## config.mk

```make
export PLATFORM = sky130hd
export DESIGN_NAME = target_follow_mecanum_drive_core
export DESIGN_NICKNAME = d
export VERILOG_FILES = /design/src/design/tfmd_pkg.sv /design/src/design/tfmd_div.sv /design/src/design/target_follow_mecanum_drive_core.sv
export SDC_FILE = /design/constraint.sdc
export NUM_CORES = 1
export LEC_CHECK = 0
export ABC_AREA = 1
export BUFFER_PORTS_ARGS = -buffer_cell sky130_fd_sc_hd__clkbuf_2
export CAP_MARGIN = 20
export CORE_MARGIN = 2
export CORE_UTILIZATION = 40
export CTS_BUF_LIST = sky130_fd_sc_hd__clkbuf_4
export CTS_CLUSTER_SIZE = 14
export DETAILED_ROUTE_END_ITERATION = 6
export PLACE_DENSITY = 0.58
export SLEW_MARGIN = 20
export SYNTH_ARGS = -nofsm -noshare
export SYNTH_HDL_FRONTEND = slang
export SYNTH_SLANG_ARGS = --single-unit
```

## constraint.sdc

```tcl
create_clock -name clk_i -period 15.5 [get_ports clk_i]
set_input_delay 0.775 -clock clk_i [delete_from_list [all_inputs] [get_ports clk_i]]
set_output_delay 0.775 -clock clk_i [all_outputs]
set_load 0.02 [all_outputs]
```

## src/design/tfmd_pkg.sv

```systemverilog
// Shared types and constants for the target-follow mecanum drive block.
// Used by the top level and by the serial divider; no dependencies.
package tfmd_pkg;

  // Widths fixed by the register and field definitions.
  localparam int GAIN_W    = 20;
  localparam int SPEED_W   = 7;
  localparam int OFFSET_W  = 8;
  localparam int WHEEL_W   = 8;
  localparam int CFG_IDX_W = 3;

  // Configuration register indexes.
  localparam logic [CFG_IDX_W-1:0] REG_LOST_AREA     = 3'd0;
  localparam logic [CFG_IDX_W-1:0] REG_APPROACH_AREA = 3'd1;
  localparam logic [CFG_IDX_W-1:0] REG_RETREAT_AREA  = 3'd2;
  localparam logic [CFG_IDX_W-1:0] REG_RECIP_GAIN    = 3'd3;
  localparam logic [CFG_IDX_W-1:0] REG_SEARCH_SPIN   = 3'd4;
  localparam logic [CFG_IDX_W-1:0] REG_RETREAT_SPEED = 3'd5;
  localparam logic [CFG_IDX_W-1:0] REG_MIN_FORWARD   = 3'd6;
  localparam logic [CFG_IDX_W-1:0] REG_MAX_FORWARD   = 3'd7;

  // Register reset values.
  localparam int LOST_AREA_RST     = 500;
  localparam int APPROACH_AREA_RST = 20000;
  localparam int RETREAT_AREA_RST  = 24000;
  localparam int RECIP_GAIN_RST    = 100000;
  localparam int SEARCH_SPIN_RST   = 15;
  localparam int RETREAT_SPEED_RST = 10;
  localparam int MIN_FORWARD_RST   = 5;
  localparam int MAX_FORWARD_RST   = 40;

  // Speed limit and the offset added to the approach quotient.
  localparam int SPEED_LIMIT    = 100;
  localparam int APPROACH_BIAS  = 15;

  typedef enum logic [1:0] {
    MODE_SEARCH   = 2'd0,
    MODE_APPROACH = 2'd1,
    MODE_HOLD     = 2'd2,
    MODE_RETREAT  = 2'd3
  } mode_e;

  typedef enum logic [1:0] {
    ST_IDLE,
    ST_DIV,
    ST_MIX
  } state_e;

endpackage

```

## src/design/tfmd_div.sv

```systemverilog
// Restoring divider that produces one quotient bit per cycle.
// Depends on tfmd_pkg only through the common import convention.
module tfmd_div import tfmd_pkg::*; #(
  parameter int NUM_W = 20,
  parameter int DEN_W = 24
) (
  input  logic             clk_i,
  input  logic             rst_ni,
  input  logic             start_i,
  input  logic [NUM_W-1:0] num_i,
  input  logic [DEN_W-1:0] den_i,
  output logic             done_o,
  output logic [NUM_W-1:0] quot_o
);

  localparam int CNT_W = (NUM_W > 1) ? $clog2(NUM_W) : 1;

  logic             busy_q, busy_d;
  logic             done_q, done_d;
  logic [CNT_W-1:0] cnt_q, cnt_d;
  logic [NUM_W-1:0] quot_q, quot_d;
  logic [DEN_W-1:0] rem_q, rem_d;
  logic [DEN_W-1:0] den_q, den_d;
  logic [DEN_W:0]   trial;
  logic [DEN_W:0]   diff;
  logic             fits;

  // The dividend shifts out of the top of the quotient register while
  // quotient bits shift in at the bottom. A zero divisor yields all ones.
  assign trial = {rem_q, quot_q[NUM_W-1]};
  assign diff  = trial - {1'b0, den_q};
  assign fits  = (trial >= {1'b0, den_q});

  always_comb begin
    busy_d = busy_q;
    done_d = 1'b0;
    cnt_d  = cnt_q;
    quot_d = quot_q;
    rem_d  = rem_q;
    den_d  = den_q;
    if (start_i) begin
      busy_d = 1'b1;
      cnt_d  = '0;
      quot_d = num_i;
      rem_d  = '0;
      den_d  = den_i;
    end else if (busy_q) begin
      quot_d = {quot_q[NUM_W-2:0], fits};
      rem_d  = fits ? diff[DEN_W-1:0] : trial[DEN_W-1:0];
      cnt_d  = cnt_q + 1'b1;
      if (cnt_q == CNT_W'(NUM_W - 1)) begin
        busy_d = 1'b0;
        done_d = 1'b1;
      end
    end
  end

  always_ff @(posedge clk_i or negedge rst_ni) begin
    if (!rst_ni) begin
      busy_q <= 1'b0;
      done_q <= 1'b0;
      cnt_q  <= '0;
    end else begin
      busy_q <= busy_d;
      done_q <= done_d;
      cnt_q  <= cnt_d;
    end
  end

  always_ff @(posedge clk_i) begin
    quot_q <= quot_d;
    rem_q  <= rem_d;
    den_q  <= den_d;
  end

  assign done_o = done_q;
  assign quot_o = quot_q;

  a_done_ends_busy: assert property (@(posedge clk_i) disable iff (!rst_ni)
    done_q |-> !busy_q)
    else $error("divider done while still busy");

  a_no_start_busy: assert property (@(posedge clk_i) disable iff (!rst_ni)
    busy_q |-> !start_i)
    else $error("divider restarted while busy");

  a_done_after_busy: assert property (@(posedge clk_i) disable iff (!rst_ni)
    done_q |-> $past(busy_q))
    else $error("divider done without a division in flight");

endmodule

```

## src/design/target_follow_mecanum_drive_core.sv

```systemverilog
// Top level of the target-follow mecanum drive block: mode selection,
// approach speed, wheel mixing and configuration. Uses tfmd_pkg and tfmd_div.
//
// Usage:
//   Each input transfer carries one camera report (offset_x_i, blob_area_i).
//   Each report yields exactly one output transfer with four saturated wheel
//   speeds, the target-seen flag and the drive mode.
//   Search, hold and retreat reports pass from the input transfer to the mix
//   state and then into the output register. Approach reports first run the
//   area through a bit-serial divider, one quotient bit per cycle over the 20
//   bits of the gain, and reach the mix state once the quotient is done.
//   The block takes one report at a time; in_ready_o rises again at the edge
//   that loads the result into the output register.
//   The output register holds a finished result while a new report is taken
//   in; if the receiver stalls, the block finishes the next report and then
//   waits with it until the output register is free. Configuration writes
//   take effect at once and must be issued while idle; the block does not
//   check this. Reset loads the default thresholds and speeds, empties the
//   output register and sets the remembered search direction to negative spin.
module target_follow_mecanum_drive_core import tfmd_pkg::*; #(
  parameter int AREA_BITS = 24
) (
  input  logic                             clk_i,
  input  logic                             rst_ni,
  input  logic                             cfg_we_i,
  input  logic [CFG_IDX_W-1:0]             cfg_idx_i,
  input  logic [((AREA_BITS > GAIN_W) ? AREA_BITS : GAIN_W)-1:0] cfg_wdata_i,
  input  logic                             in_valid_i,
  output logic                             in_ready_o,
  input  logic signed [OFFSET_W-1:0]       offset_x_i,
  input  logic [AREA_BITS-1:0]             blob_area_i,
  output logic                             out_valid_o,
  input  logic                             out_ready_i,
  output logic signed [WHEEL_W-1:0]        wheel_0_o,
  output logic signed [WHEEL_W-1:0]        wheel_1_o,
  output logic signed [WHEEL_W-1:0]        wheel_2_o,
  output logic signed [WHEEL_W-1:0]        wheel_3_o,
  output logic                             target_seen_o,
  output logic [1:0]                       drive_mode_o
);

  // Mixer sums of three terms of up to 100 in magnitude fit in 10 bits.
  localparam int MIX_W = 10;
  localparam int QSUM_W = GAIN_W + 1;

  // Configuration registers.
  logic [AREA_BITS-1:0] lost_area_q, approach_area_q, retreat_area_q;
  logic [GAIN_W-1:0]    recip_gain_q;
  logic [SPEED_W-1:0]   search_spin_q, retreat_speed_q, min_forward_q, max_forward_q;

  // Item state.
  state_e                     state_q, state_d;
  mode_e                      mode_q;
  logic                       seen_q;
  logic signed [OFFSET_W-1:0] side_q;
  logic signed [OFFSET_W-1:0] rot_q;
  logic                       last_dir_q;

  // Output register.
  logic                      out_valid_q, out_valid_d;
  logic signed [WHEEL_W-1:0] wheel0_q, wheel1_q, wheel2_q, wheel3_q;
  logic                      seen_out_q;
  logic [1:0]                mode_out_q;

  logic              in_accept;
  logic              out_load;
  logic              div_start;
  logic              div_done;
  logic [GAIN_W-1:0] quot;
  mode_e             new_mode;

  logic [SPEED_W-1:0]        spin_lim, retreat_lim;
  logic signed [OFFSET_W-1:0] side_clamped;
  logic [QSUM_W-1:0]         qsum;
  logic [SPEED_W-1:0]        q_max, q_min, q_lim;
  logic signed [MIX_W-1:0]   fwd, side, rot;
  logic signed [MIX_W-1:0]   sum0, sum1, sum2, sum3;

  function automatic logic [SPEED_W-1:0] lim_speed(input logic [SPEED_W-1:0] v);
    return (v > SPEED_W'(SPEED_LIMIT)) ? SPEED_W'(SPEED_LIMIT) : v;
  endfunction

  function automatic logic signed [WHEEL_W-1:0] sat_wheel(input logic signed [MIX_W-1:0] v);
    logic signed [WHEEL_W-1:0] r;
    if (v > MIX_W'(SPEED_LIMIT)) begin
      r = WHEEL_W'(SPEED_LIMIT);
    end else if (v < -MIX_W'(SPEED_LIMIT)) begin
      r = -WHEEL_W'(SPEED_LIMIT);
    end else begin
      r = v[WHEEL_W-1:0];
    end
    return r;
  endfunction

  assign in_ready_o = (state_q == ST_IDLE);
  assign in_accept  = in_valid_i && in_ready_o;

  // Mode selection on the incoming report.
  always_comb begin
    if (blob_area_i < lost_area_q) begin
      new_mode = MODE_SEARCH;
    end else if (blob_area_i < approach_area_q) begin
      new_mode = MODE_APPROACH;
    end else if (blob_area_i > retreat_area_q) begin
      new_mode = MODE_RETREAT;
    end else begin
      new_mode = MODE_HOLD;
    end
  end

  assign spin_lim    = lim_speed(search_spin_q);
  assign retreat_lim = lim_speed(retreat_speed_q);

  always_comb begin
    if (offset_x_i > OFFSET_W'(SPEED_LIMIT)) begin
      side_clamped = OFFSET_W'(SPEED_LIMIT);
    end else if (offset_x_i < -OFFSET_W'(SPEED_LIMIT)) begin
      side_clamped = -OFFSET_W'(SPEED_LIMIT);
    end else begin
      side_clamped = offset_x_i;
    end
  end

  assign div_start = in_accept && (new_mode == MODE_APPROACH);

  tfmd_div #(
    .NUM_W (GAIN_W),
    .DEN_W (AREA_BITS)
  ) u_div (
    .clk_i   (clk_i),
    .rst_ni  (rst_ni),
    .start_i (div_start),
    .num_i   (recip_gain_q),
    .den_i   (blob_area_i),
    .done_o  (div_done),
    .quot_o  (quot)
  );

  // Approach speed: quotient plus bias, limited to max_forward, raised to
  // min_forward and capped at the speed limit. A zero area gives an all-ones
  // quotient, which lands on max_forward as required.
  assign qsum  = {1'b0, quot} + QSUM_W'(APPROACH_BIAS);
  assign q_max = (qsum > {{(QSUM_W-SPEED_W){1'b0}}, max_forward_q}) ?
                 max_forward_q : qsum[SPEED_W-1:0];
  assign q_min = (q_max < min_forward_q) ? min_forward_q : q_max;
  assign q_lim = lim_speed(q_min);

  // Rotation is only nonzero in search, where translation is zero, so the
  // rotation scaling of translation never changes a value.
  always_comb begin
    case (mode_q)
      MODE_APPROACH: fwd = $signed({{(MIX_W-SPEED_W){1'b0}}, q_lim});
      MODE_RETREAT:  fwd = -$signed({{(MIX_W-SPEED_W){1'b0}}, retreat_lim});
      default:       fwd = '0;
    endcase
  end

  assign side = MIX_W'(side_q);
  assign rot  = MIX_W'(rot_q);
  assign sum0 = fwd - side - rot;
  assign sum1 = fwd + side + rot;
  assign sum2 = fwd + side - rot;
  assign sum3 = fwd - side + rot;

  assign out_load = (state_q == ST_MIX) && (!out_valid_q || out_ready_i);

  always_comb begin
    state_d     = state_q;
    out_valid_d = out_valid_q && !out_ready_i;
    case (state_q)
      ST_IDLE: begin
        if (in_accept) begin
          state_d = (new_mode == MODE_APPROACH) ? ST_DIV : ST_MIX;
        end
      end
      ST_DIV: begin
        if (div_done) begin
          state_d = ST_MIX;
        end
      end
      ST_MIX: begin
        if (out_load) begin
          state_d     = ST_IDLE;
          out_valid_d = 1'b1;
        end
      end
      default: state_d = ST_IDLE;
    endcase
  end

  always_ff @(posedge clk_i or negedge rst_ni) begin
    if (!rst_ni) begin
      state_q         <= ST_IDLE;
      out_valid_q     <= 1'b0;
      last_dir_q      <= 1'b0;
      lost_area_q     <= AREA_BITS'(LOST_AREA_RST);
      approach_area_q <= AREA_BITS'(APPROACH_AREA_RST);
      retreat_area_q  <= AREA_BITS'(RETREAT_AREA_RST);
      recip_gain_q    <= GAIN_W'(RECIP_GAIN_RST);
      search_spin_q   <= SPEED_W'(SEARCH_SPIN_RST);
      retreat_speed_q <= SPEED_W'(RETREAT_SPEED_RST);
      min_forward_q   <= SPEED_W'(MIN_FORWARD_RST);
      max_forward_q   <= SPEED_W'(MAX_FORWARD_RST);
    end else begin
      state_q     <= state_d;
      out_valid_q <= out_valid_d;
      if (in_accept && (new_mode != MODE_SEARCH)) begin
        last_dir_q <= (offset_x_i > 0);
      end
      if (cfg_we_i) begin
        case (cfg_idx_i)
          REG_LOST_AREA:     lost_area_q     <= cfg_wdata_i[AREA_BITS-1:0];
          REG_APPROACH_AREA: approach_area_q <= cfg_wdata_i[AREA_BITS-1:0];
          REG_RETREAT_AREA:  retreat_area_q  <= cfg_wdata_i[AREA_BITS-1:0];
          REG_RECIP_GAIN:    recip_gain_q    <= cfg_wdata_i[GAIN_W-1:0];
          REG_SEARCH_SPIN:   search_spin_q   <= cfg_wdata_i[SPEED_W-1:0];
          REG_RETREAT_SPEED: retreat_speed_q <= cfg_wdata_i[SPEED_W-1:0];
          REG_MIN_FORWARD:   min_forward_q   <= cfg_wdata_i[SPEED_W-1:0];
          REG_MAX_FORWARD:   max_forward_q   <= cfg_wdata_i[SPEED_W-1:0];
          default: ;
        endcase
      end
    end
  end

  always_ff @(posedge clk_i) begin
    if (in_accept) begin
      mode_q <= new_mode;
      seen_q <= (new_mode != MODE_SEARCH);
      if (new_mode == MODE_SEARCH) begin
        side_q <= '0;
        rot_q  <= last_dir_q ? $signed({1'b0, spin_lim}) : -$signed({1'b0, spin_lim});
      end else begin
        side_q <= side_clamped;
        rot_q  <= '0;
      end
    end
    if (out_load) begin
      wheel0_q   <= sat_wheel(sum0);
      wheel1_q   <= sat_wheel(sum1);
      wheel2_q   <= sat_wheel(sum2);
      wheel3_q   <= sat_wheel(sum3);
      seen_out_q <= seen_q;
      mode_out_q <= mode_q;
    end
  end

  assign out_valid_o   = out_valid_q;
  assign wheel_0_o     = wheel0_q;
  assign wheel_1_o     = wheel1_q;
  assign wheel_2_o     = wheel2_q;
  assign wheel_3_o     = wheel3_q;
  assign target_seen_o = seen_out_q;
  assign drive_mode_o  = mode_out_q;

  a_div_only_approach: assert property (@(posedge clk_i) disable iff (!rst_ni)
    state_q == ST_DIV |-> mode_q == MODE_APPROACH)
    else $error("divider running for a report that is not in approach");

  a_done_in_div: assert property (@(posedge clk_i) disable iff (!rst_ni)
    div_done |-> state_q == ST_DIV)
    else $error("quotient finished outside the divide state");

  a_search_unseen: assert property (@(posedge clk_i) disable iff (!rst_ni)
    out_valid_o && (drive_mode_o == MODE_SEARCH) |-> !target_seen_o)
    else $error("search result flagged as target seen");

  a_wheel_range: assert property (@(posedge clk_i) disable iff (!rst_ni)
    out_valid_o |-> (wheel_0_o <= 8'sd100) && (wheel_0_o >= -8'sd100) &&
                    (wheel_1_o <= 8'sd100) && (wheel_1_o >= -8'sd100))
    else $error("wheel speed beyond saturation limit");

endmodule

```

==> results.txt <==
hold path cells = 2
Slew HR = 0.355
Worst path slowest cell = a211oi_1
die height = 206 um
vias in the first global route = 13400
max incr delay on CP = 0.73 ns
fmax = 121 MHz
Synth async-reset ratio = 0.518
Starting Density = 0.403
Area growth syn-to-layout = 12.7%
CTS Hold Bufs = 1
worst slew pin tran = 0.968 ns
fin nets = 2380
overall routing resource usage = 0.195
share of cells above drive strength 1 = 0.146
Rows = 74
Reg clk slew, reported paths = 0.07 ns
CTS tree = built
Final WS setup = 7.21 ns
Setup Buffers After CTS = 0
worst vdd ir = 111 uV
Slew Limit Fails = 0
most frequent cells in the layout = nand2_1 (453), inv_1 (312), o21ai_0 (188)
Sw Share = 0.481
die area = 42600 um2
critical path fanouts, max = 9
Pwr Density = 245 nW/um2
Hold Path Sink = out_valid_o$_DFF_PN0_
period utilization = 0.535
Critical Path End Type = flop
RSZ-0062 raised after global routing = no
Max-cap violations = 0
Hold Fails Final Rpt = 0
H-tree depth = 3
Startpoint Class = flop
Power Internal = 2.34 mW
global-route wire length before repair = 66100 um
Synthesized Nets = 2233
fillers = 4041
mean cell area of the mapped netlist = 8.18 um2
antenna-violating nets left = 0
first drt pass iteration count = 7
Main synth FF type = edfxtp_1
reg2reg setup slack = 7.21 ns
Boundary Pins = 101
WHS = 0.234 ns
sequential cell area = 6740 um2
die width = 206 um
Synth Instances = 2001
initial antenna violation count = 5
Synth cell types = 56
clock skew = 0.0833 ns
Clock Latency Late Sink = 0.78 ns
core area = 40600 um2
total gr overflow = 0
HPWL after detailed placement = 30300 um
RR Endpoint = wheel_0_o[0]$_SDFFCE_PP0P_
CTS max path bufs = 3
critical path data required time = 15.95 ns
Final Critical Period = 8.29 ns
Synthesis Warnings = 0
worst r2r src = u_div.quot_o[0]$_DFFE_PP_
#FFs+latches synth = 253
HP Start = out_ready_i
commonest non-fill, non-tap cell in the layout = nand2_1
Setup Viol. Count Final = 0
Crit path top cell by count = nand2_1
number of CTS-inserted buffers = 74
final WL = 40000 um
net load switching power = 2.17 mW
pre-CTS WS = 7.28 ns
Setup TNS = 0 ns
area of the multi-input gates = 8300 um2
largest net degree at the start of global routing = 88
Seq/Total Area, Yosys = 0.412
via/cell ratio = 4.93
CTS Root Cell = clkbuf_4
Setup Crit Path Kind = flop to flop
gpl congestion = 0.892
drt drc = 0
clock share of power = 0.137
CP arrival = 8.74 ns
status = completed
post_cts resized = 0
Mapped Area = 16400 um2
Lkg Pwr = 9.13 nW
worst-case reg-to-reg path depth = 46
worst min path class = primary input to flop
Clock Sinks = 253
Reg power frac = 0.264
Initial DRC Count = 694
EDFF count, synth = 98
IO Port Bufs = 100
DR WL/cell = 14.6 um
via count = 13500
combinational power share = 0.599
==> routing by layer <==
metal | track usage | vias to the layer above | wire (um)
met3 | 0.0375 | 56 | 1680
met2 | 0.318 | 261 | 18100
met4 | 0.0643 | 0 | 802
met5 | 0 | - | 0
li1 | - | 6952 | -
met1 | 0.260 | 6263 | 19400
==> worst max-delay path by stage <==
stage	slack (ns)	depth (start not counted)	end	from
2_1_floorplan	8.32	47	wheel_0_o[0]$_SDFFCE_PP0P_	u_div.quot_o[0]$_DFFE_PP_
3_3_place_gp	7.67	50	wheel_3_o[0]$_SDFFCE_PP0P_	u_div.quot_o[0]$_DFFE_PP_
3_5_place_dp	7.28	46	wheel_0_o[0]$_SDFFCE_PP0P_	u_div.quot_o[0]$_DFFE_PP_
4_1_cts	7.24	46	wheel_0_o[0]$_SDFFCE_PP0P_	u_div.quot_o[0]$_DFFE_PP_
5_1_grt	6.16	46	wheel_0_o[6]$_SDFFCE_PN1P_	u_div.quot_o[0]$_DFFE_PP_
6_report	7.21	46	wheel_0_o[0]$_SDFFCE_PP0P_	u_div.quot_o[0]$_DFFE_PP_
==> power groups by stage <==
stage | Sequential, mW | Clock [mW] | Combinational [mW]
global placement | 1.20 | 0 | 2.65
CTS | 1.19 | 0.646 | 2.71
floorplan | 1.22 | 0 | 2.05
detailed placement | 1.20 | 0 | 2.69
finish | 1.19 | 0.618 | 2.71
global route | 1.22 | 0.684 | 3.11
==> critical path, delay by kind of cell, from the launching register on <==
kind	cells	cell delay [ns]
DFF	1	0.39
adders and majority gates	6	1.58
AOI/OAI and AO/OA	8	2.49
and+or+nand+nor	20	2.17
buffers and inverters	9	0.83
xor gates and xnor gates	3	0.53
==> stage by stage <==
step	total power, mW	util	instances	area, um2
finish	4.51	0.454	2743	18500
global route	5.01	0.454	2742	18400
CTS	4.54	0.453	2736	18400
detailed placement	3.89	0.430	2602	17500
global placement	3.85	0.430	2602	17500
floorplan	3.27	-	2001	16400
==> registers in the layout, summed over array words and instances (netlist names), 20 cells and up <==
signal,cells
approach_area_q,24
lost_area_q,24
retreat_area_q,24
u_div.den_q,24
u_div.rem_q,24
recip_gain_q,20
u_div.quot_o,20
==> cell families after synthesis <==
logic type      synth area share
xor+xnor                  0.0407
buf+inv                   0.0821
compound gates             0.142
fa+ha+maj                  0.131
simple gates               0.193
flops                      0.412
==> final cells by class <==
class	instances	share of cell area
clock inverters	26	0.00685
clock buffers	107	0.0435
well taps	532	0.0361
repair buffers	113	0.0333
inverters	315	0.0641
flip-flops and latches	253	0.365
multi-input cells	1391	0.450
diodes	6	0.000814
==> synthesized netlist by cell type, drive strengths merged (34+ instances only) <==
master,number,share of area
clkbuf,39,0.0089
nor2,120,0.030
ha,163,0.12
xor2,59,0.032
a21oi,140,0.043
dfstp,34,0.055
nand2,480,0.12
edfxtp,98,0.18
inv,313,0.072
dfrtp,97,0.15
o21ai,196,0.060
nand3,85,0.030
(Power assumes the default switching activity.)
